$ cat config.mk
export PLATFORM = sky130hd
export DESIGN_NAME = bcd_clock_field_setter
export DESIGN_NICKNAME = d
export VERILOG_FILES = /design/src/rtl/bcdcfs_pkg.sv /design/src/rtl/bcdcfs_in_stage.sv /design/src/rtl/bcdcfs_field_core.sv /design/src/rtl/bcd_clock_field_setter.sv
export SDC_FILE = /design/constraint.sdc
export NUM_CORES = 1
export LEC_CHECK = 0
export ABC_CLOCK_PERIOD_IN_PS = 3000
export BUFFER_PORTS_ARGS = -buffer_cell sky130_fd_sc_hd__buf_2
export CAP_MARGIN = 10
export CORE_UTILIZATION = 45
export CTS_CLUSTER_SIZE = 8
export DETAILED_ROUTE_END_ITERATION = 10
export SETUP_SLACK_MARGIN = 0.2
export SYNTH_ARGS = -nofsm -noshare
export SYNTH_HDL_FRONTEND = slang
export SYNTH_SLANG_ARGS = --single-unit
export TNS_END_PERCENT = 1
$ cat constraint.sdc
create_clock -name clk -period 3 [get_ports clk]
set_clock_uncertainty 0.15 [all_clocks]
set_input_delay 0.3 -clock clk [delete_from_list [all_inputs] [get_ports clk]]
set_output_delay 0.3 -clock clk [all_outputs]
set_load 0.02 [all_outputs]
$ cat src/rtl/bcdcfs_pkg.sv
package bcdcfs_pkg;

	typedef enum logic [1:0] {
		KIND_MODE = 2'd0,
		KIND_UP   = 2'd1,
		KIND_DOWN = 2'd2,
		KIND_LOAD = 2'd3
	} kind_t;

	localparam logic [2:0] MODE_NONE  = 3'd0;
	localparam logic [2:0] MODE_SEC   = 3'd1;
	localparam logic [2:0] MODE_MIN   = 3'd2;
	localparam logic [2:0] MODE_HOUR  = 3'd3;
	localparam logic [2:0] MODE_DATE  = 3'd4;
	localparam logic [2:0] MODE_MONTH = 3'd5;
	localparam logic [2:0] MODE_YEAR  = 3'd6;
	localparam logic [2:0] MODE_WDAY  = 3'd7;

	localparam logic [7:0] MASK_SEC   = 8'h7f;
	localparam logic [7:0] MASK_HOUR  = 8'h3f;
	localparam logic [7:0] MASK_MONTH = 8'h1f;
	localparam logic [7:0] MASK_YEAR  = 8'hff;
	localparam logic [7:0] MASK_WDAY  = 8'h07;

	localparam logic [7:0] SEC_HI   = 8'h59;
	localparam logic [7:0] HOUR_HI  = 8'h23;
	localparam logic [7:0] DATE_HI  = 8'h31;
	localparam logic [7:0] MONTH_HI = 8'h12;
	localparam logic [7:0] YEAR_HI  = 8'h99;
	localparam logic [7:0] WDAY_HI  = 8'h07;
	localparam logic [7:0] LO_ZERO  = 8'h00;
	localparam logic [7:0] LO_ONE   = 8'h01;

	localparam logic [3:0] NIB_UP_FIX = 4'ha;
	localparam logic [3:0] NIB_DN_FIX = 4'hf;
	localparam logic [7:0] BCD_ADJ    = 8'd6;

	typedef struct packed {
		kind_t      kind;
		logic [6:0] load_seconds;
		logic [6:0] load_minutes;
		logic [5:0] load_hours;
		logic [2:0] load_weekday;
		logic [5:0] load_date;
		logic [4:0] load_month;
		logic [7:0] load_year;
	} item_t;

	// One BCD step with wrap at the bounds; the nibble fix keeps digits decimal.
	function automatic logic [7:0] bcd_step(input logic [7:0] v, input logic [7:0] mask,
			input logic [7:0] lo, input logic [7:0] hi, input logic up);
		logic [7:0] t;
		t = v;
		if (up) begin
			if (v == hi) begin
				t = lo;
			end else begin
				t = (v + 8'd1) & mask;
				if (t[3:0] == NIB_UP_FIX) begin
					t = (t + BCD_ADJ) & mask;
				end
			end
		end else begin
			if (v == lo) begin
				t = hi;
			end else begin
				t = (v - 8'd1) & mask;
				if (t[3:0] == NIB_DN_FIX) begin
					t = (t - BCD_ADJ) & mask;
				end
			end
		end
		return t;
	endfunction

endpackage

$ cat src/rtl/bcdcfs_in_stage.sv
module bcdcfs_in_stage (
	input  logic              clk,
	input  logic              arst_n,
	input  logic              in_valid,
	output logic              in_stall,
	input  bcdcfs_pkg::item_t item,
	input  logic              advance,
	output logic              valid_s1,
	output bcdcfs_pkg::item_t item_s1
);

	logic load_en;

	// The stage can take a new transfer when it is empty or its item moves on.
	assign load_en  = !valid_s1 || advance;
	assign in_stall = !load_en;

	always_ff @(posedge clk or negedge arst_n) begin
		if (!arst_n) begin
			valid_s1 <= 1'b0;
		end else if (load_en) begin
			valid_s1 <= in_valid;
		end
	end

	always_ff @(posedge clk) begin
		if (load_en && in_valid) begin
			item_s1 <= item;
		end
	end

endmodule

$ cat src/rtl/bcdcfs_field_core.sv
module bcdcfs_field_core (
	input  logic              clk,
	input  logic              arst_n,
	input  logic              valid_s1,
	input  bcdcfs_pkg::item_t item_s1,
	output logic              advance,
	output logic              out_valid,
	input  logic              out_stall,
	output logic [2:0]        mode,
	output logic [6:0]        seconds,
	output logic [6:0]        minutes,
	output logic [5:0]        hours,
	output logic [2:0]        weekday,
	output logic [5:0]        date,
	output logic [4:0]        month,
	output logic [7:0]        year,
	output logic              write_back
);

	logic [2:0] mode_q;
	logic [6:0] sec_q;
	logic [6:0] min_q;
	logic [5:0] hour_q;
	logic [2:0] wday_q;
	logic [5:0] date_q;
	logic [4:0] month_q;
	logic [7:0] year_q;
	logic       wb_q;
	logic       out_valid_q;

	logic [2:0] mode_d;
	logic [6:0] sec_d;
	logic [6:0] min_d;
	logic [5:0] hour_d;
	logic [2:0] wday_d;
	logic [5:0] date_d;
	logic [4:0] month_d;
	logic [7:0] year_d;
	logic       wb_d;
	logic       up;

	logic [7:0] sec_step;
	logic [7:0] min_step;
	logic [7:0] hour_step;
	logic [7:0] date_step;
	logic [7:0] month_step;
	logic [7:0] year_step;
	logic [7:0] wday_step;

	// The field registers double as the result register: they only change when
	// the previous result has been taken, so a stalled result holds.
	assign advance = !out_valid_q || !out_stall;
	assign up      = (item_s1.kind == bcdcfs_pkg::KIND_UP);

	assign sec_step   = bcdcfs_pkg::bcd_step({1'b0, sec_q}, bcdcfs_pkg::MASK_SEC,
		bcdcfs_pkg::LO_ZERO, bcdcfs_pkg::SEC_HI, up);
	assign min_step   = bcdcfs_pkg::bcd_step({1'b0, min_q}, bcdcfs_pkg::MASK_SEC,
		bcdcfs_pkg::LO_ZERO, bcdcfs_pkg::SEC_HI, up);
	assign hour_step  = bcdcfs_pkg::bcd_step({2'b00, hour_q}, bcdcfs_pkg::MASK_HOUR,
		bcdcfs_pkg::LO_ZERO, bcdcfs_pkg::HOUR_HI, up);
	assign date_step  = bcdcfs_pkg::bcd_step({2'b00, date_q}, bcdcfs_pkg::MASK_HOUR,
		bcdcfs_pkg::LO_ONE, bcdcfs_pkg::DATE_HI, up);
	assign month_step = bcdcfs_pkg::bcd_step({3'b000, month_q}, bcdcfs_pkg::MASK_MONTH,
		bcdcfs_pkg::LO_ONE, bcdcfs_pkg::MONTH_HI, up);
	assign year_step  = bcdcfs_pkg::bcd_step(year_q, bcdcfs_pkg::MASK_YEAR,
		bcdcfs_pkg::LO_ZERO, bcdcfs_pkg::YEAR_HI, up);
	assign wday_step  = bcdcfs_pkg::bcd_step({5'b00000, wday_q}, bcdcfs_pkg::MASK_WDAY,
		bcdcfs_pkg::LO_ONE, bcdcfs_pkg::WDAY_HI, up);

	always_comb begin
		mode_d  = mode_q;
		sec_d   = sec_q;
		min_d   = min_q;
		hour_d  = hour_q;
		wday_d  = wday_q;
		date_d  = date_q;
		month_d = month_q;
		year_d  = year_q;
		wb_d    = 1'b0;
		case (item_s1.kind)
			bcdcfs_pkg::KIND_MODE: begin
				mode_d = mode_q + 3'd1;
			end
			bcdcfs_pkg::KIND_LOAD: begin
				sec_d   = item_s1.load_seconds;
				min_d   = item_s1.load_minutes;
				hour_d  = item_s1.load_hours;
				wday_d  = item_s1.load_weekday;
				date_d  = item_s1.load_date;
				month_d = item_s1.load_month;
				year_d  = item_s1.load_year;
			end
			bcdcfs_pkg::KIND_UP, bcdcfs_pkg::KIND_DOWN: begin
				wb_d = 1'b1;
				case (mode_q)
					bcdcfs_pkg::MODE_SEC:   sec_d   = sec_step[6:0];
					bcdcfs_pkg::MODE_MIN:   min_d   = min_step[6:0];
					bcdcfs_pkg::MODE_HOUR:  hour_d  = hour_step[5:0];
					bcdcfs_pkg::MODE_DATE:  date_d  = date_step[5:0];
					bcdcfs_pkg::MODE_MONTH: month_d = month_step[4:0];
					bcdcfs_pkg::MODE_YEAR:  year_d  = year_step;
					bcdcfs_pkg::MODE_WDAY:  wday_d  = wday_step[2:0];
					default:                wb_d    = 1'b0;
				endcase
			end
			default: begin
				wb_d = 1'b0;
			end
		endcase
	end

	always_ff @(posedge clk or negedge arst_n) begin
		if (!arst_n) begin
			mode_q      <= bcdcfs_pkg::MODE_NONE;
			sec_q       <= 7'd0;
			min_q       <= 7'd0;
			hour_q      <= 6'd0;
			wday_q      <= 3'd1;
			date_q      <= 6'd1;
			month_q     <= 5'd1;
			year_q      <= 8'd0;
			wb_q        <= 1'b0;
			out_valid_q <= 1'b0;
		end else if (advance) begin
			out_valid_q <= valid_s1;
			if (valid_s1) begin
				mode_q  <= mode_d;
				sec_q   <= sec_d;
				min_q   <= min_d;
				hour_q  <= hour_d;
				wday_q  <= wday_d;
				date_q  <= date_d;
				month_q <= month_d;
				year_q  <= year_d;
				wb_q    <= wb_d;
			end
		end
	end

	assign out_valid  = out_valid_q;
	assign mode       = mode_q;
	assign seconds    = sec_q;
	assign minutes    = min_q;
	assign hours      = hour_q;
	assign weekday    = wday_q;
	assign date       = date_q;
	assign month      = month_q;
	assign year       = year_q;
	assign write_back = wb_q;

endmodule

$ cat src/rtl/bcd_clock_field_setter.sv
// Channel  | Handshake           | Payload
// ---------+---------------------+---------------------------------------------
// input    | in_valid / in_stall | kind, load_seconds .. load_year
// output   | out_valid/out_stall | mode, seconds .. year, write_back
//
// One item per cycle when no result stalls; the input stage registers it first.
// The field registers are the result register, so one adjust per cycle is the limit.
// Reset clears the mode and loads the fields with 00:00:00, weekday 1, 01/01/00.
// A stalled result holds the fields; the input stage then fills and stalls the input.
module bcd_clock_field_setter (
	input  logic       clk,
	input  logic       arst_n,
	input  logic       in_valid,
	output logic       in_stall,
	input  logic [1:0] kind,
	input  logic [6:0] load_seconds,
	input  logic [6:0] load_minutes,
	input  logic [5:0] load_hours,
	input  logic [2:0] load_weekday,
	input  logic [5:0] load_date,
	input  logic [4:0] load_month,
	input  logic [7:0] load_year,
	output logic       out_valid,
	input  logic       out_stall,
	output logic [2:0] mode,
	output logic [6:0] seconds,
	output logic [6:0] minutes,
	output logic [5:0] hours,
	output logic [2:0] weekday,
	output logic [5:0] date,
	output logic [4:0] month,
	output logic [7:0] year,
	output logic       write_back
);

	bcdcfs_pkg::item_t item;
	bcdcfs_pkg::item_t item_s1;
	logic              valid_s1;
	logic              advance;

	always_comb begin
		item.kind         = bcdcfs_pkg::kind_t'(kind);
		item.load_seconds = load_seconds;
		item.load_minutes = load_minutes;
		item.load_hours   = load_hours;
		item.load_weekday = load_weekday;
		item.load_date    = load_date;
		item.load_month   = load_month;
		item.load_year    = load_year;
	end

	bcdcfs_in_stage u_in_stage (
		.clk      (clk),
		.arst_n   (arst_n),
		.in_valid (in_valid),
		.in_stall (in_stall),
		.item     (item),
		.advance  (advance),
		.valid_s1 (valid_s1),
		.item_s1  (item_s1)
	);

	bcdcfs_field_core u_field_core (
		.clk        (clk),
		.arst_n     (arst_n),
		.valid_s1   (valid_s1),
		.item_s1    (item_s1),
		.advance    (advance),
		.out_valid  (out_valid),
		.out_stall  (out_stall),
		.mode       (mode),
		.seconds    (seconds),
		.minutes    (minutes),
		.hours      (hours),
		.weekday    (weekday),
		.date       (date),
		.month      (month),
		.year       (year),
		.write_back (write_back)
	);

endmodule

# == After elaboration in Yosys (flattened, before gate mapping) ==
# Cells that the tools add are included.
# totals
ff_bits,92
in_bits,48
word_cells,158
output_inout_bits,48
# op_classes
muxes,49
reduce_logical,24
n_addsub,27
n_eq_ne,39
# ops
operator,count
$mux W7,12
$mux W6,12
$eq A4 B4 Y1 const B,12
$mux W8,6
$mux W5,6
$pmux W7 S2,2
$reduce_and A4 Y1,7
$pmux W6 S2,2
$pmux W8 S2,1
$eq A3 B3 Y1 const B,5
$add A7 B1 Y7 const B,2
$add A7 B3 Y7 const B,2
$eq A7 B7 Y1 const B,2
$logic_not A7 Y1,2
$ne A2 B1 Y1 const B,7
$sub A7 B1 Y7 const B,2
$sub A7 B3 Y7 const B,2
$add A6 B1 Y6 const B,2
$add A6 B3 Y6 const B,2
$eq A6 B6 Y1 const B,2
$mux W3,4
$sub A6 B1 Y6 const B,2
$sub A6 B3 Y6 const B,2
$pmux W5 S2,1
31 further kinds,40

# == Logic depth before layout (Yosys ltp) ==
# Gate-level depths: netlist (run 1).
# depth
word_depth,7
ltp_mapped,12

# == Modules after synthesis ==
# A second synthesis (run 1) with hierarchy kept.
# unflattened
hier_cells,799
hier_area_um2,7070.5
# by_module_without_submodules
mod,area_each_um2,cells_each,n_inst
bcdcfs_field_core,5691.7,750,1
bcdcfs_in_stage,1378.8,49,1

# == Worst setup path after synthesis (run 1) ==
# Ideal clock, no wire load.
# synth_timing
path_kind,reg-to-reg
start,reg u_field_core.year_q[1] (netlist: u_field_core.year[1])
end,reg u_field_core.year_q[7] (netlist: u_field_core.year[7])
stages_incl_launch_ff,11
path_slack_ns,0.056
n_path_buf,1
setup_time_ns,0.124
arrival_ns,2.670
path_cell_list,dfrtp_1 > buf_2 > inv_1 > ha_1 > inv_1 > ha_1 > a2111oi_4 > o32ai_1 > or4_1 > and3_1 > o31a_1
# synth_between
elab_chain_cells,7
word_cells_on_any_way,15
# synth_lines
item,line,source
start: declaration,bcdcfs_field_core.sv:27,logic [7:0] year_q;
start signal: assignment,bcdcfs_field_core.sv:134,year_q <= year_d;
$sub A8 B1 Y8 / $add A8 B1 Y8 (equally long branches),"bcdcfs_pkg.sv:67, bcdcfs_pkg.sv:58",
"$sub A8 B3 Y8, or another cell as far along",bcdcfs_pkg.sv:69,t = (t - BCD_ADJ) & mask;
$mux W8 (on tied branches),"bcdcfs_pkg.sv:68, bcdcfs_pkg.sv:59",
$mux W8 (on tied branches),"bcdcfs_pkg.sv:64, bcdcfs_pkg.sv:55",
$mux W8 *,bcdcfs_pkg.sv:54,if (up) begin
$mux W8 *,bcdcfs_field_core.sv:95,case (mode_q)
$pmux W8 S2 *,bcdcfs_field_core.sv:80,case (item_s1.kind)
# Every way passes the cells marked *; elsewhere a longest branch is shown, timed or not. The select of a mux whose other input is x is not followed.
# A chain may end at the register's enable or synchronous reset.

# == Worst setup path in the final report (run 1) ==
# Ends and elaborated chain as after synthesis.

==> flow_summary.html, run 1 <==
<table>
<tr><th>Metric</th><th>Value</th></tr>
<tr><th colspan="2">Drt</th></tr>
<tr><td>Total wirelength of the detailed-routed design</td><td>19.3 mm</td></tr>
<tr><td>WL/cell</td><td>17.4 um</td></tr>
<tr><td>Residual DRC count</td><td>0</td></tr>
<tr><td>Total vias in the final route</td><td>6495</td></tr>
<tr><td>Count of routing violations after the opening detailed-route iteration</td><td>397</td></tr>
<tr><td>Post-detailed-route via-to-cell ratio</td><td>5.85</td></tr>
<tr><td>Number of routed nets with antenna violations</td><td>0</td></tr>
<tr><td>First-pass DRT Iterations</td><td>5</td></tr>
<tr><th colspan="2">Critical path</th></tr>
<tr><td>Flop2flop setup slack</td><td>270 ps</td></tr>
<tr><td>Crit path max-delay cell type</td><td>or4_1</td></tr>
<tr><td>WP data arrival</td><td>2810 ps</td></tr>
<tr><td>Kind of capture point of the worst setup path</td><td>register</td></tr>
<tr><td>Startpoint types</td><td>register</td></tr>
<tr><td>Endpoint of the most critical register-to-register path</td><td>u_field_core.year[7]</td></tr>
<tr><td>Cell chain of the critical path</td><td>inv_1 &gt; ha_1 &gt; inv_1 &gt; a2111oi_4 &gt; o32ai_1 &gt; or4_1 &gt; and3_1 &gt; o31a_1</td></tr>
<tr><td>Most numerous cell on the critical path</td><td>inv_1</td></tr>
<tr><td>Crit path buf inv count</td><td>2</td></tr>
<tr><td>Worst r2r src</td><td>u_field_core.year[1]</td></tr>
<tr><td>Cell depth of the worst flop-to-flop path</td><td>8</td></tr>
<tr><td>Category of the critical setup timing path</td><td>register to register</td></tr>
<tr><td>Largest fanout on the critical path</td><td>7</td></tr>
<tr><td>Crit-path leading delay family</td><td>simple AND/OR/NAND/NOR gates</td></tr>
<tr><td>Largest incremental delay on the critical path</td><td>510 ps</td></tr>
<tr><td>Data required, critical path</td><td>3090 ps</td></tr>
<tr><th colspan="2">Floorplanning</th></tr>
<tr><td>Starting Density</td><td>46.0%</td></tr>
<tr><td>Die height</td><td>127 um</td></tr>
<tr><td>I/O pin cnt</td><td>96</td></tr>
<tr><td>Std-Cell Core Area</td><td>15200 um^2</td></tr>
<tr><td>Die area</td><td>16000 um^2</td></tr>
<tr><td>Die boundary width</td><td>127 um</td></tr>
<tr><td>Core Rows</td><td>45</td></tr>
<tr><th colspan="2">Final layout</th></tr>
<tr><td>Area growth from synthesis to layout</td><td>21.0%</td></tr>
<tr><td>Area used by sequential logic in the layout</td><td>2530 um^2</td></tr>
<tr><td>Area used by multi-input combinational logic</td><td>4150 um^2</td></tr>
<tr><td>Final instance count without filler cells</td><td>1111</td></tr>
<tr><td>Number of antenna cells inserted</td><td>0</td></tr>
<tr><td>Share of cells above drive strength 1</td><td>16.5%</td></tr>
<tr><td>Final Net Count</td><td>1018</td></tr>
<tr><td>Design area</td><td>8460 um^2</td></tr>
<tr><td>Count of fill cells added during filler insertion</td><td>1413</td></tr>
<tr><td>Core Util, Final</td><td>55.7%</td></tr>
<tr><th colspan="2">Hold path</th></tr>
<tr><td>Worst hold path startpoint</td><td>out_stall</td></tr>
<tr><td>Hold path cells</td><td>3</td></tr>
<tr><td>Hold path endpoint</td><td>u_field_core.out_valid</td></tr>
<tr><td>Worst hold path type</td><td>primary input to register</td></tr>
<tr><th colspan="2">Timing</th></tr>
<tr><td>RSZ-0062 raised after global routing</td><td>true</td></tr>
<tr><td>Maximum clock frequency</td><td>367 MHz</td></tr>
<tr><td>Tmin final</td><td>2730 ps</td></tr>
<tr><td>Fin Hold WS</td><td>65.9 ps</td></tr>
<tr><td>Final worst-path cycle share</td><td>90.9%</td></tr>
<tr><td>Max_slew headroom</td><td>52.8%</td></tr>
<tr><td>Setup Total Neg Slack</td><td>0 ps</td></tr>
<tr><td>Setup violators final</td><td>0</td></tr>
<tr><td>Final Slew Violations</td><td>0</td></tr>
<tr><td>Final count of hold timing violations</td><td>0</td></tr>
<tr><td>Final setup margin</td><td>274 ps</td></tr>
<tr><td>Slew at the pin closest to its max-slew limit</td><td>707 ps</td></tr>
<tr><th colspan="2">Placed design</th></tr>
<tr><td>Placed wire-length estimate</td><td>13.4 mm</td></tr>
<tr><td>Final weighted congestion in routability-driven placement</td><td>0.909</td></tr>
<tr><td>Post-placement worst setup slack</td><td>153 ps</td></tr>
<tr><td>Placed instance area</td><td>7690 um^2</td></tr>
<tr><td>Placed cells</td><td>1047</td></tr>
<tr><td>Input/output buffers</td><td>95</td></tr>
<tr><th colspan="2">Synthesis</th></tr>
<tr><td>Number of different library cells in the post-synthesis netlist</td><td>73</td></tr>
<tr><td>Number of enable-type register cells in the synthesized netlist</td><td>44</td></tr>
<tr><td>Fraction of post-synthesis cell area in the top cell type by area</td><td>18.9%</td></tr>
<tr><td>Share of synthesized registers carrying an async set or reset</td><td>52.2%</td></tr>
<tr><td>Leading cell types by total area after synthesis</td><td>edfxtp_1, dfrtp_1, ha_1, xnor2_1, o21ai_0</td></tr>
<tr><td>Gate count of the mapped netlist</td><td>790</td></tr>
<tr><td>Sequential fraction of the synthesis area</td><td>36.1%</td></tr>
<tr><td>Cell with the most instances after synthesis</td><td>o21ai_0</td></tr>
<tr><td>Post-synthesis sequential element count</td><td>92</td></tr>
<tr><td>Synth Area per Inst</td><td>8.85 um^2</td></tr>
<tr><td>Post-Synthesis Net Count</td><td>890</td></tr>
<tr><td>Main flop type after synthesis</td><td>dfrtp_1</td></tr>
<tr><td>Synthesis warning total</td><td>0</td></tr>
<tr><td>Library cell occupying the most area in the post-synthesis netlist</td><td>edfxtp_1</td></tr>
<tr><td>Post-synthesis cell area</td><td>6990 um^2</td></tr>
<tr><td>Most used standard cells in the synthesized netlist</td><td>o21ai_0, nand2_1, ha_1, a21oi_1, nor2_1</td></tr>
<tr><th colspan="2">Clock tree</th></tr>
<tr><td>Library cell used as clock root buffer</td><td>clkbuf_16</td></tr>
<tr><td>Clock transition at the registers of the reported paths</td><td>60 ps</td></tr>
<tr><td>TritonCTS clock tree</td><td>yes</td></tr>
<tr><td>Sinks on the clock net</td><td>92</td></tr>
<tr><td>Deepest level of the CTS H-tree</td><td>3</td></tr>
<tr><td>CTS Buf Count</td><td>9</td></tr>
<tr><td>CTS max path bufs</td><td>2</td></tr>
<tr><td>Clock insertion delay at the later pin of the skew report</td><td>350 ps</td></tr>
<tr><th colspan="2">Job</th></tr>
<tr><td>Maximum Capacitance Violations</td><td>0</td></tr>
<tr><th colspan="2">Global routing</th></tr>
<tr><td>Leftover overflow at the end of global routing</td><td>0</td></tr>
<tr><td>Wire length of the first global-routing pass</td><td>32.1 mm</td></tr>
<tr><td>GR Util All Layers</td><td>25.0%</td></tr>
<tr><td>Number of antenna violations at the first check in global routing</td><td>0</td></tr>
<tr><td>Via count of the first global-routing pass</td><td>6426</td></tr>
<tr><td>Maximum number of pins on one net before global-route repair</td><td>49</td></tr>
<tr><th colspan="2">Power</th></tr>
<tr><td>Overall power</td><td>8.38 mW</td></tr>
<tr><td>Maximum VDD drop</td><td>0.519 mV</td></tr>
<tr><td>Cell leakage power</td><td>3.42 nW</td></tr>
<tr><td>Power density over cell area</td><td>990 nW/um^2</td></tr>
<tr><th colspan="2">Outcome</th></tr>
<tr><td>Result of the run</td><td>complete, no violations</td></tr>
</table>
## worst min-delay path: stages
cell	delay (ps)
buf_2	100
nand2_1	60
nand2b_1	70
## registers in the layout, summed over array words and instances, names as in the netlist, 3 cells and up
name	count
u_field_core.mode	3
u_field_core.year	8
u_field_core.minutes	7
u_field_core.date	6
u_field_core.weekday	3
u_in_stage.item_s1	44
u_field_core.month	5
u_field_core.hours	6
u_field_core.seconds	7
## placed cells by master, fill, tap and decap left out, types with 5 or more instances in the layout
master          n
and3_1          5
edfxtp_1       44
dfrtp_1        43
a21o_1          6
nor2_1         48
nand2_1        63
or3_1          13
a221oi_1       10
dlygate4sd3_1  46
or4_1           6
o211ai_1       11
a21oi_1        49
xnor2_1        44
mux2i_1         5
nand2b_1       13
a31oi_1        22
buf_4          18
and2_1          9
ha_1           48
nand3_1        28
a211oi_1        7
inv_1          42
nor3b_1         6
clkbuf_16       9
xor2_1         17
nand4_1         8
o22ai_1         9
o21ai_0        63
nor3_1         11
nand3b_1       13
nor2b_1        14
o21a_1          7
buf_2          95
## layout make-up
class                           instances  area share (%)
Clock buffer                           12            2.79
Timing Repair Buffer                  160            12.9
Inverter                               45            2.00
Clock inverter                          4           0.591
Sequential cell                        92            29.9
Multi-Input combinational cell        610            49.1
Tap cell                              188            2.78
## logic make-up after synthesis
logic type	after synthesis	share of synthesized area [%]
AOI/OAI and AO/OA	235	21.9
xor gates and xnor gates	61	7.64
DFF	92	36.1
buffers and inverters	88	4.87
adders and majority gates	52	9.30
and+or+nand+nor	255	19.1
muxes	7	1.04
## worst max-delay path by stage
| stage | start | end | cells after the start |
|---|---|---|---|
| CTS | u_field_core.year[0] | u_field_core.year[7] | 8 |
| global placement | u_field_core.year[1] | u_field_core.year[7] | 9 |
| floorplan | u_field_core.year[1] | u_field_core.year[7] | 10 |
| global route | u_field_core.year[1] | u_field_core.year[7] | 8 |
| detailed placement | u_field_core.year[1] | u_field_core.year[7] | 9 |
| finish | u_field_core.year[1] | u_field_core.year[7] | 8 |
## layer usage
metal  up-vias  wire length [um]  GRT usage, %
li1       3151                 -             -
met1      3087              8550          31.8
met2       219              9340          42.6
met3        38               901          4.18
met4         0               503          9.52
met5         -                 0             0
## power breakdown
group | internal [mW] | switching (mW) | leakage (nW)
clock | 0.646 | 0.485 | 0.133
combinational | 2.01 | 2.69 | 2.31
sequential | 1.68 | 0.869 | 0.983
total | 4.34 | 4.05 | 3.42
## repair_timing
item	in CTS	in global routing
endpoints found under the hold margin	89	1
setup buffers	2	0
endpoints found under the setup margin	1	2
hold buffers	45	1
resized for setup	1	2
(Power assumes the default switching activity.)
==> run 2: changes to the inputs <==
--- a/config.mk
+++ b/config.mk
@@ -5,12 +5,13 @@
 export SDC_FILE = /design/constraint.sdc
 export NUM_CORES = 1
 export LEC_CHECK = 0
-export ABC_CLOCK_PERIOD_IN_PS = 3000
+export ABC_CLOCK_PERIOD_IN_PS = 2300
 export BUFFER_PORTS_ARGS = -buffer_cell sky130_fd_sc_hd__buf_2
 export CAP_MARGIN = 10
 export CORE_UTILIZATION = 45
 export CTS_CLUSTER_SIZE = 8
 export DETAILED_ROUTE_END_ITERATION = 10
+export PLACE_DENSITY = 0.67
 export SETUP_SLACK_MARGIN = 0.2
 export SYNTH_ARGS = -nofsm -noshare
 export SYNTH_HDL_FRONTEND = slang
==> constraint.sdc (replaced) <==
create_clock -name clk -period 2.3 [get_ports clk]
set_clock_uncertainty 0.15 [all_clocks]
set_input_delay 0.23 -clock clk [delete_from_list [all_inputs] [get_ports clk]]
set_output_delay 0.23 -clock clk [all_outputs]
set_load 0.02 [all_outputs]
==> run 2 against run 1 <==
Compared with the run above:
- the flow now finishes with violations (setup timing)
- largest power group unchanged
- clock power up 27%
- first-iteration DRC count up 16%
- core utilization up 6.7 points
- fmax up 10%
- sequential power up 22%
- global-route usage up 1.0 points
- highest routed layer unchanged
- via count up 5.7%
- wire length up 4.2%
==> flow_summary.html, run 2 (synthesis results as in run 1) <==
<table>
<tr><th>Metric</th><th>Value</th></tr>
<tr><th colspan="2">Power</th></tr>
<tr><td>Cell leakage power</td><td>3.88 nW (+13%)</td></tr>
<tr><td>Power density over cell area</td><td>1320 nW/um^2 (+34%)</td></tr>
<tr><td>Maximum VDD drop</td><td>0.780 mV (+50%)</td></tr>
<tr><th colspan="2">Global routing</th></tr>
<tr><td>Maximum number of pins on one net before global-route repair</td><td>49 (unchanged)</td></tr>
<tr><td>Number of antenna violations at the first check in global routing</td><td>0 (unchanged)</td></tr>
<tr><td>Via count of the first global-routing pass</td><td>6835 (+6.4%)</td></tr>
<tr><td>GR Util All Layers</td><td>26.0% (+1.0 points)</td></tr>
<tr><td>Wire length of the first global-routing pass</td><td>33.2 mm (+3.4%)</td></tr>
<tr><td>Leftover overflow at the end of global routing</td><td>0 (unchanged)</td></tr>
<tr><th colspan="2">Critical path</th></tr>
<tr><td>Cell depth of the worst flop-to-flop path</td><td>8 (unchanged)</td></tr>
<tr><td>Data required, critical path</td><td>2390 ps (-700 ps)</td></tr>
<tr><td>Largest fanout on the critical path</td><td>6 (-1)</td></tr>
<tr><td>Crit path max-delay cell type</td><td>dfrtp_2</td></tr>
<tr><td>Worst r2r src</td><td>u_field_core.year[1]</td></tr>
<tr><td>Largest incremental delay on the critical path</td><td>410 ps (-100 ps)</td></tr>
<tr><td>Endpoint of the most critical register-to-register path</td><td>u_field_core.year[7]</td></tr>
<tr><td>Flop2flop setup slack</td><td>-180 ps (-450 ps)</td></tr>
<tr><td>Category of the critical setup timing path</td><td>register to register</td></tr>
<tr><td>Kind of capture point of the worst setup path</td><td>register</td></tr>
<tr><td>Startpoint types</td><td>register</td></tr>
<tr><td>WP data arrival</td><td>2570 ps (-240 ps)</td></tr>
<tr><td>Cell chain of the critical path</td><td>ha_2 &gt; buf_4 &gt; nand2_2 &gt; a2111oi_4 &gt; o32ai_2 &gt; or4_1 &gt; and3_1 &gt; o31a_1</td></tr>
<tr><th colspan="2">Timing</th></tr>
<tr><td>Tmin final</td><td>2480 ps (-251 ps)</td></tr>
<tr><td>Setup violators final</td><td>4 (+4)</td></tr>
<tr><td>Final count of hold timing violations</td><td>0 (unchanged)</td></tr>
<tr><td>Slew at the pin closest to its max-slew limit</td><td>565 ps (-142 ps)</td></tr>
<tr><td>RSZ-0062 raised after global routing</td><td>true</td></tr>
<tr><td>Final setup margin</td><td>-176 ps (-449 ps)</td></tr>
<tr><td>Final worst-path cycle share</td><td>108% (+17 points)</td></tr>
<tr><td>Setup Total Neg Slack</td><td>-330 ps (-330 ps)</td></tr>
<tr><td>Max_slew headroom</td><td>62.0% (+9.1 points)</td></tr>
<tr><td>Final Slew Violations</td><td>0 (unchanged)</td></tr>
<tr><td>Fin Hold WS</td><td>19.8 ps (-46.2 ps)</td></tr>
<tr><td>Maximum clock frequency</td><td>404 MHz (+10%)</td></tr>
<tr><th colspan="2">Final layout</th></tr>
<tr><td>Register containing the most flip-flops in the final layout</td><td>u_in_stage.item_s1</td></tr>
<tr><td>Design area</td><td>9490 um^2 (+12%)</td></tr>
<tr><td>Commonest non-fill, non-tap cells in the layout</td><td>buf_4, buf_2, nand2_1</td></tr>
<tr><td>Number of antenna cells inserted</td><td>0 (unchanged)</td></tr>
<tr><td>Most frequent standard cell in the layout excluding fill and tap cells</td><td>buf_4</td></tr>
<tr><td>Final Net Count</td><td>1105 (+8.5%)</td></tr>
<tr><td>Core Util, Final</td><td>62.4% (+6.7 points)</td></tr>
<tr><td>Share of cells above drive strength 1</td><td>29.9% (+13 points)</td></tr>
<tr><td>Flip-flop count of the largest register after layout</td><td>44 (unchanged)</td></tr>
<tr><td>Area growth from synthesis to layout</td><td>35.6%</td></tr>
<tr><th colspan="2">Drt</th></tr>
<tr><td>Count of routing violations after the opening detailed-route iteration</td><td>460 (+16%)</td></tr>
<tr><td>First-pass DRT Iterations</td><td>5 (unchanged)</td></tr>
<tr><td>WL/cell</td><td>16.8 um (-3.4%)</td></tr>
<tr><td>Total wirelength of the detailed-routed design</td><td>20.1 mm (+4.2%)</td></tr>
<tr><td>Post-detailed-route via-to-cell ratio</td><td>5.73 (-2.0%)</td></tr>
<tr><td>Residual DRC count</td><td>0 (unchanged)</td></tr>
<tr><td>Total vias in the final route</td><td>6863 (+5.7%)</td></tr>
<tr><td>Number of routed nets with antenna violations</td><td>0 (unchanged)</td></tr>
<tr><th colspan="2">Placed design</th></tr>
<tr><td>Final weighted congestion in routability-driven placement</td><td>0.898 (-1.2%)</td></tr>
<tr><td>Placed wire-length estimate</td><td>14.2 mm (+5.7%)</td></tr>
<tr><td>Placed instance area</td><td>8420 um^2 (+9.5%)</td></tr>
<tr><td>Input/output buffers</td><td>95 (unchanged)</td></tr>
<tr><th colspan="2">Floorplanning</th></tr>
<tr><td>Core Rows</td><td>45 (unchanged)</td></tr>
<tr><td>I/O pin cnt</td><td>96 (unchanged)</td></tr>
<tr><td>Std-Cell Core Area</td><td>15200 um^2 (unchanged)</td></tr>
<tr><td>Starting Density</td><td>46.0% (unchanged)</td></tr>
<tr><td>Die area</td><td>16000 um^2 (unchanged)</td></tr>
<tr><td>Die boundary width</td><td>127 um (unchanged)</td></tr>
<tr><td>Die height</td><td>127 um (unchanged)</td></tr>
<tr><th colspan="2">Outcome</th></tr>
<tr><td>Violated checks</td><td>setup timing</td></tr>
<tr><td>Result of the run</td><td>finished, violations left</td></tr>
<tr><th colspan="2">Hold path</th></tr>
<tr><td>Hold path cells</td><td>3 (unchanged)</td></tr>
<tr><td>Hold path endpoint</td><td>u_field_core.out_valid</td></tr>
<tr><td>Worst hold path type</td><td>primary input to register</td></tr>
<tr><td>Worst hold path startpoint</td><td>out_stall</td></tr>
<tr><th colspan="2">Clock tree</th></tr>
<tr><td>Deepest level of the CTS H-tree</td><td>3 (unchanged)</td></tr>
<tr><td>CTS max path bufs</td><td>2 (unchanged)</td></tr>
<tr><td>Library cell used as clock root buffer</td><td>clkbuf_16</td></tr>
<tr><td>Clock transition at the registers of the reported paths</td><td>60 ps (about the same)</td></tr>
<tr><td>Clock insertion delay at the later pin of the skew report</td><td>360 ps (about the same)</td></tr>
<tr><td>CTS Buf Count</td><td>9 (unchanged)</td></tr>
<tr><td>TritonCTS clock tree</td><td>yes</td></tr>
<tr><td>Sinks on the clock net</td><td>92 (unchanged)</td></tr>
<tr><th colspan="2">Job</th></tr>
<tr><td>Maximum Capacitance Violations</td><td>0 (unchanged)</td></tr>
</table>
-- run 2: through the flow --
stage	total power, mW	setup slack [ps]	instances
floorplan	7.74	-280	790
detailed placement	10.4	-208	1135
global route	13.6	-286	1198
CTS	12.4	-149	1198
global placement	10.2	-160	1135
finish	12.6	-176	1198
-- run 2: metal layers --
layer,vias to the layer above,routed length (um),GRT usage [%],part of all wire (%)
met3,50,1100,5.36,5.5
met5,-,0,0,0
met1,3264,8880,33.4,44
li1,3328,-,-,-
met2,221,9560,43.2,48
met4,0,559,10.2,2.8
-- run 2: final cells by class --
class	instances	area, um^2
inverter	45	176
clock buffer	11	253
timing repair buffer	247	1790
tap	188	235
fill	1292	5720
clock inverter	5	33.8
multi-input combinational	610	4460
sequential	92	2540
-- run 2: power breakdown --
group          switching (mW)  leakage (nW)  total, mW  internal, mW
combinational            4.28          2.76       8.01          3.73
sequential              0.889         0.976       3.10          2.21
clock                   0.649         0.140       1.44         0.794
total                    5.82          3.88       12.6          6.73
-- run 2: worst max-delay path by stage --
stage | end | slack [ps] | cells past startpoint | from
2_1_floorplan | u_field_core.year[7] | -280 | 10 | u_field_core.year[0]
3_3_place_gp | u_field_core.year[7] | -160 | 8 | u_field_core.year[1]
3_5_place_dp | u_field_core.year[7] | -210 | 8 | u_field_core.year[1]
4_1_cts | u_field_core.year[7] | -150 | 8 | u_field_core.year[1]
5_1_grt | u_field_core.year[7] | -290 | 8 | u_field_core.year[1]
6_report | u_field_core.year[7] | -180 | 8 | u_field_core.year[1]
-- run 2: critical path: cells and delay by family (launching register included) --
kind            cells  cell delay (ps)
compound gates      3              730
fa+ha+maj           1              220
buf+inv             1              160
flops               1              410
simple gates        3              680
-- run 2: timing repair --
item                       CTS  global route
hold buffers                46             0
buffers inserted             1             0
setup endpoints to repair   32            35
gates resized for setup     73             6
pin swaps                   25             3
hold endpoints to repair    93             0
==> run 3: changes to the inputs <==
--- a/config.mk
+++ b/config.mk
@@ -5,12 +5,13 @@
 export SDC_FILE = /design/constraint.sdc
 export NUM_CORES = 1
 export LEC_CHECK = 0
-export ABC_CLOCK_PERIOD_IN_PS = 2300
+export ABC_CLOCK_PERIOD_IN_PS = 2000
 export BUFFER_PORTS_ARGS = -buffer_cell sky130_fd_sc_hd__buf_2
 export CAP_MARGIN = 10
 export CORE_UTILIZATION = 45
 export CTS_CLUSTER_SIZE = 8
 export DETAILED_ROUTE_END_ITERATION = 10
+export HOLD_SLACK_MARGIN = 0.1
 export PLACE_DENSITY = 0.67
 export SETUP_SLACK_MARGIN = 0.2
 export SYNTH_ARGS = -nofsm -noshare
==> constraint.sdc (replaced) <==
create_clock -name clk -period 2 [get_ports clk]
set_clock_uncertainty 0.15 [all_clocks]
set_input_delay 0.2 -clock clk [delete_from_list [all_inputs] [get_ports clk]]
set_output_delay 0.2 -clock clk [all_outputs]
set_load 0.02 [all_outputs]
==> run 3 against run 2 <==
Compared with the run above:
- the run still ends with setup timing left
- power is 27% higher
- register-to-register slack got worse by 240 ps
- combinational power rose by 30%
- via count grew 4.7%
- sequential share of layout area is 2.2 points lower
- final area up 8.8%
- worst hold slack gained 180 ps
- highest routed layer unchanged
==> flow_summary.html, run 3 (synthesis results as in run 1) <==
<table>
<tr><th>Metric</th><th>Value</th></tr>
<tr><th colspan="2">Drt</th></tr>
<tr><td>Total vias in the final route</td><td>7185 (+4.7%)</td></tr>
<tr><td>Number of routed nets with antenna violations</td><td>0 (unchanged)</td></tr>
<tr><td>Count of routing violations after the opening detailed-route iteration</td><td>485 (+5.4%)</td></tr>
<tr><td>First-pass DRT Iterations</td><td>5 (unchanged)</td></tr>
<tr><td>Post-detailed-route via-to-cell ratio</td><td>5.60 (-2.3%)</td></tr>
<tr><td>Metal1 wirelength</td><td>9.11 mm (+2.6%)</td></tr>
<tr><td>Total met3 wirelength after detailed routing</td><td>1.01 mm (-8.8%)</td></tr>
<tr><td>Residual DRC count</td><td>0 (unchanged)</td></tr>
<tr><td>Uppermost signal routing layer after detailed routing</td><td>met4</td></tr>
<tr><td>Total wirelength of the detailed-routed design</td><td>21.3 mm (+6.0%)</td></tr>
<tr><td>WL/cell</td><td>16.6 um (-1.1%)</td></tr>
<tr><td>Routed length on met2</td><td>10.5 mm (+9.9%)</td></tr>
<tr><th colspan="2">Global routing</th></tr>
<tr><td>Leftover overflow at the end of global routing</td><td>0 (unchanged)</td></tr>
<tr><td>Via count of the first global-routing pass</td><td>7332 (+7.3%)</td></tr>
<tr><td>Number of antenna violations at the first check in global routing</td><td>0 (unchanged)</td></tr>
<tr><td>Maximum number of pins on one net before global-route repair</td><td>32 (-35%)</td></tr>
<tr><td>GR Util All Layers</td><td>27.4% (+1.4 points)</td></tr>
<tr><td>Wire length of the first global-routing pass</td><td>34.8 mm (+4.9%)</td></tr>
<tr><th colspan="2">Final layout</th></tr>
<tr><td>Number of antenna cells inserted</td><td>0 (unchanged)</td></tr>
<tr><td>Share of cells above drive strength 1</td><td>37.7% (+7.8 points)</td></tr>
<tr><td>Most frequent standard cell in the layout excluding fill and tap cells</td><td>buf_4</td></tr>
<tr><td>Flip-flop count of the largest register after layout</td><td>44 (unchanged)</td></tr>
<tr><td>Area growth from synthesis to layout</td><td>47.6%</td></tr>
<tr><td>Final Net Count</td><td>1191 (+7.8%)</td></tr>
<tr><td>Commonest non-fill, non-tap cells in the layout</td><td>buf_4, buf_2, nand2_1</td></tr>
<tr><td>Register containing the most flip-flops in the final layout</td><td>u_in_stage.item_s1</td></tr>
<tr><td>Final instance count without filler cells</td><td>1284 (+7.2%)</td></tr>
<tr><td>Count of fill cells added during filler insertion</td><td>1161 (-10%)</td></tr>
<tr><th colspan="2">Hold path</th></tr>
<tr><td>Worst hold path type</td><td>primary input to async pin</td></tr>
<tr><th colspan="2">Critical path</th></tr>
<tr><td>Data required, critical path</td><td>2080 ps (-310 ps)</td></tr>
<tr><td>Category of the critical setup timing path</td><td>register to register</td></tr>
<tr><td>WP data arrival</td><td>2490 ps (-80 ps)</td></tr>
<tr><td>Cell depth of the worst flop-to-flop path</td><td>8 (unchanged)</td></tr>
<tr><td>Kind of capture point of the worst setup path</td><td>register</td></tr>
<tr><td>Capture point of the critical path</td><td>u_field_core.year[7]</td></tr>
<tr><td>Flop2flop setup slack</td><td>-410 ps (-240 ps)</td></tr>
<tr><td>Start point of the critical path</td><td>u_field_core.year[0]</td></tr>
<tr><td>Startpoint types</td><td>register</td></tr>
<tr><td>Worst r2r src</td><td>u_field_core.year[0]</td></tr>
<tr><td>Endpoint of the most critical register-to-register path</td><td>u_field_core.year[7]</td></tr>
<tr><td>Largest fanout on the critical path</td><td>12 (+6)</td></tr>
<tr><th colspan="2">Floorplanning</th></tr>
<tr><td>I/O pin cnt</td><td>96 (unchanged)</td></tr>
<tr><td>Die height</td><td>127 um (unchanged)</td></tr>
<tr><td>Die area</td><td>16000 um^2 (unchanged)</td></tr>
<tr><td>Die boundary width</td><td>127 um (unchanged)</td></tr>
<tr><td>Core Rows</td><td>45 (unchanged)</td></tr>
<tr><td>Std-Cell Core Area</td><td>15200 um^2 (unchanged)</td></tr>
<tr><td>Starting Density</td><td>46.0% (unchanged)</td></tr>
<tr><th colspan="2">Timing</th></tr>
<tr><td>Final count of hold timing violations</td><td>0 (unchanged)</td></tr>
<tr><td>Setup violators final</td><td>29 (+25)</td></tr>
<tr><td>Maximum clock frequency</td><td>415 MHz (+2.7%)</td></tr>
<tr><td>Final setup margin</td><td>-411 ps (-235 ps)</td></tr>
<tr><td>Final worst-path cycle share</td><td>121% (+13 points)</td></tr>
<tr><td>Max_slew headroom</td><td>65.8% (+3.8 points)</td></tr>
<tr><td>RSZ-0062 raised after global routing</td><td>true</td></tr>
<tr><td>Final Slew Violations</td><td>0 (unchanged)</td></tr>
<tr><td>Slew at the pin closest to its max-slew limit</td><td>514 ps (-51.6 ps)</td></tr>
<tr><td>Tmin final</td><td>2410 ps (-64.7 ps)</td></tr>
<tr><th colspan="2">Placed design</th></tr>
<tr><td>Input/output buffers</td><td>95 (unchanged)</td></tr>
<tr><td>Post-placement worst setup slack</td><td>-493 ps (-285 ps)</td></tr>
<tr><td>Placed cells</td><td>1220 (+7.5%)</td></tr>
<tr><td>Final weighted congestion in routability-driven placement</td><td>0.920 (+2.5%)</td></tr>
<tr><td>Placed wire-length estimate</td><td>15.2 mm (+7.0%)</td></tr>
<tr><th colspan="2">Clock tree</th></tr>
<tr><td>Sinks on the clock net</td><td>92 (unchanged)</td></tr>
<tr><td>Clock transition at the registers of the reported paths</td><td>70 ps (about the same)</td></tr>
<tr><td>Deepest level of the CTS H-tree</td><td>3 (unchanged)</td></tr>
<tr><td>Clock insertion delay at the later pin of the skew report</td><td>360 ps (about the same)</td></tr>
<tr><td>TritonCTS clock tree</td><td>yes</td></tr>
<tr><td>Library cell used as clock root buffer</td><td>clkbuf_16</td></tr>
<tr><td>CTS max path bufs</td><td>2 (unchanged)</td></tr>
<tr><td>CTS Buf Count</td><td>9 (unchanged)</td></tr>
<tr><td>Post CTS Setup Buffer Count</td><td>0 (-1)</td></tr>
<tr><th colspan="2">Power</th></tr>
<tr><td>Maximum VDD drop</td><td>0.873 mV (+12%)</td></tr>
<tr><td>Cell leakage power</td><td>4.37 nW (+13%)</td></tr>
<tr><td>Power density over cell area</td><td>1550 nW/um^2 (+17%)</td></tr>
<tr><th colspan="2">Outcome</th></tr>
<tr><td>Result of the run</td><td>finished, violations left</td></tr>
<tr><td>Violated checks</td><td>setup timing</td></tr>
<tr><th colspan="2">Job</th></tr>
<tr><td>Maximum Capacitance Violations</td><td>0 (unchanged)</td></tr>
</table>
-- run 3: cell count changes in the layout (fill, tap and decap cells not counted), sizes merged --
cell         change
buf             +84
clkinvlp         +2
inv              -1
dlygate4sd3      +2
clkinv           -3
bufinv           +4
clkbuf           -2
-- run 3: final cells by class --
type | instances | area [um^2] | area share [%]
Multi-Input combinational cell | 610 | 4550 | 44.1
Sequential cell | 92 | 2540 | 24.6
Timing Repair Buffer | 333 | 2450 | 23.7
Tap cell | 188 | 235 | 2.28
Clock buffer | 9 | 225 | 2.18
Inverter | 45 | 178 | 1.72
Clock inverter | 7 | 146 | 1.42
-- run 3: where the power goes --
part	total, mW	internal [mW]	switching (mW)
Clock	2.14	1.36	0.786
Combinational	10.4	5.00	5.42
Sequential	3.39	2.55	0.849
Total	16.0	8.90	7.06
-- run 3: worst min-delay path by stage --
stage | startpoint | end | slack [ps] | cells after the start
floorplan | arst_n | u_field_core.date[1] | -250 | 0
global placement | arst_n | u_field_core.hours[0] | 40 | 1
detailed placement | arst_n | u_field_core.hours[0] | 40 | 1
CTS | arst_n | u_field_core.hours[0] | 200 | 2
global route | arst_n | u_field_core.hours[0] | 240 | 2
finish | arst_n | u_field_core.hours[0] | 200 | 2
-- run 3: per-layer routing --
metal | up-vias | track usage (%)
met3 | 51 | 5.48
met1 | 3418 | 33.8
met5 | - | 0
li1 | 3500 | -
met4 | 0 | 10.4
met2 | 216 | 47.4
-- run 3: metrics by stage --
| stage | power [mW] | utilization [%] | hold WS (ps) | TNS (ps) | instance area (um^2) |
|---|---|---|---|---|---|
| finish | 16.0 | 67.9 | 196 | -3660 | 10300 |
| global route | 17.2 | 67.9 | 239 | -7710 | 10300 |
| CTS | 15.5 | 66.5 | 197 | -4070 | 10100 |
| detailed placement | 12.8 | 59.5 | 40.8 | -6760 | 9050 |
| global placement | 12.6 | 59.5 | 44.3 | -5630 | 9050 |
| floorplan | 8.90 | - | -246 | -20440 | 7050 |
-- run 3: worst max-delay path, stage by stage (launching register included) --
cell and delay (ps):
dfrtp_2 410, buf_6 130, buf_8 140, a21bo_4 220
a2111oi_4 290, o32ai_2 140, or4_1 400, and3_1 180
o31a_1 240
-- run 3: timing repair --
item,in CTS,in global routing
pin swaps,14,6
resized for setup,63,52
endpoints found under the hold margin,91,0
endpoints found under the setup margin,42,42
hold buffers,48,0
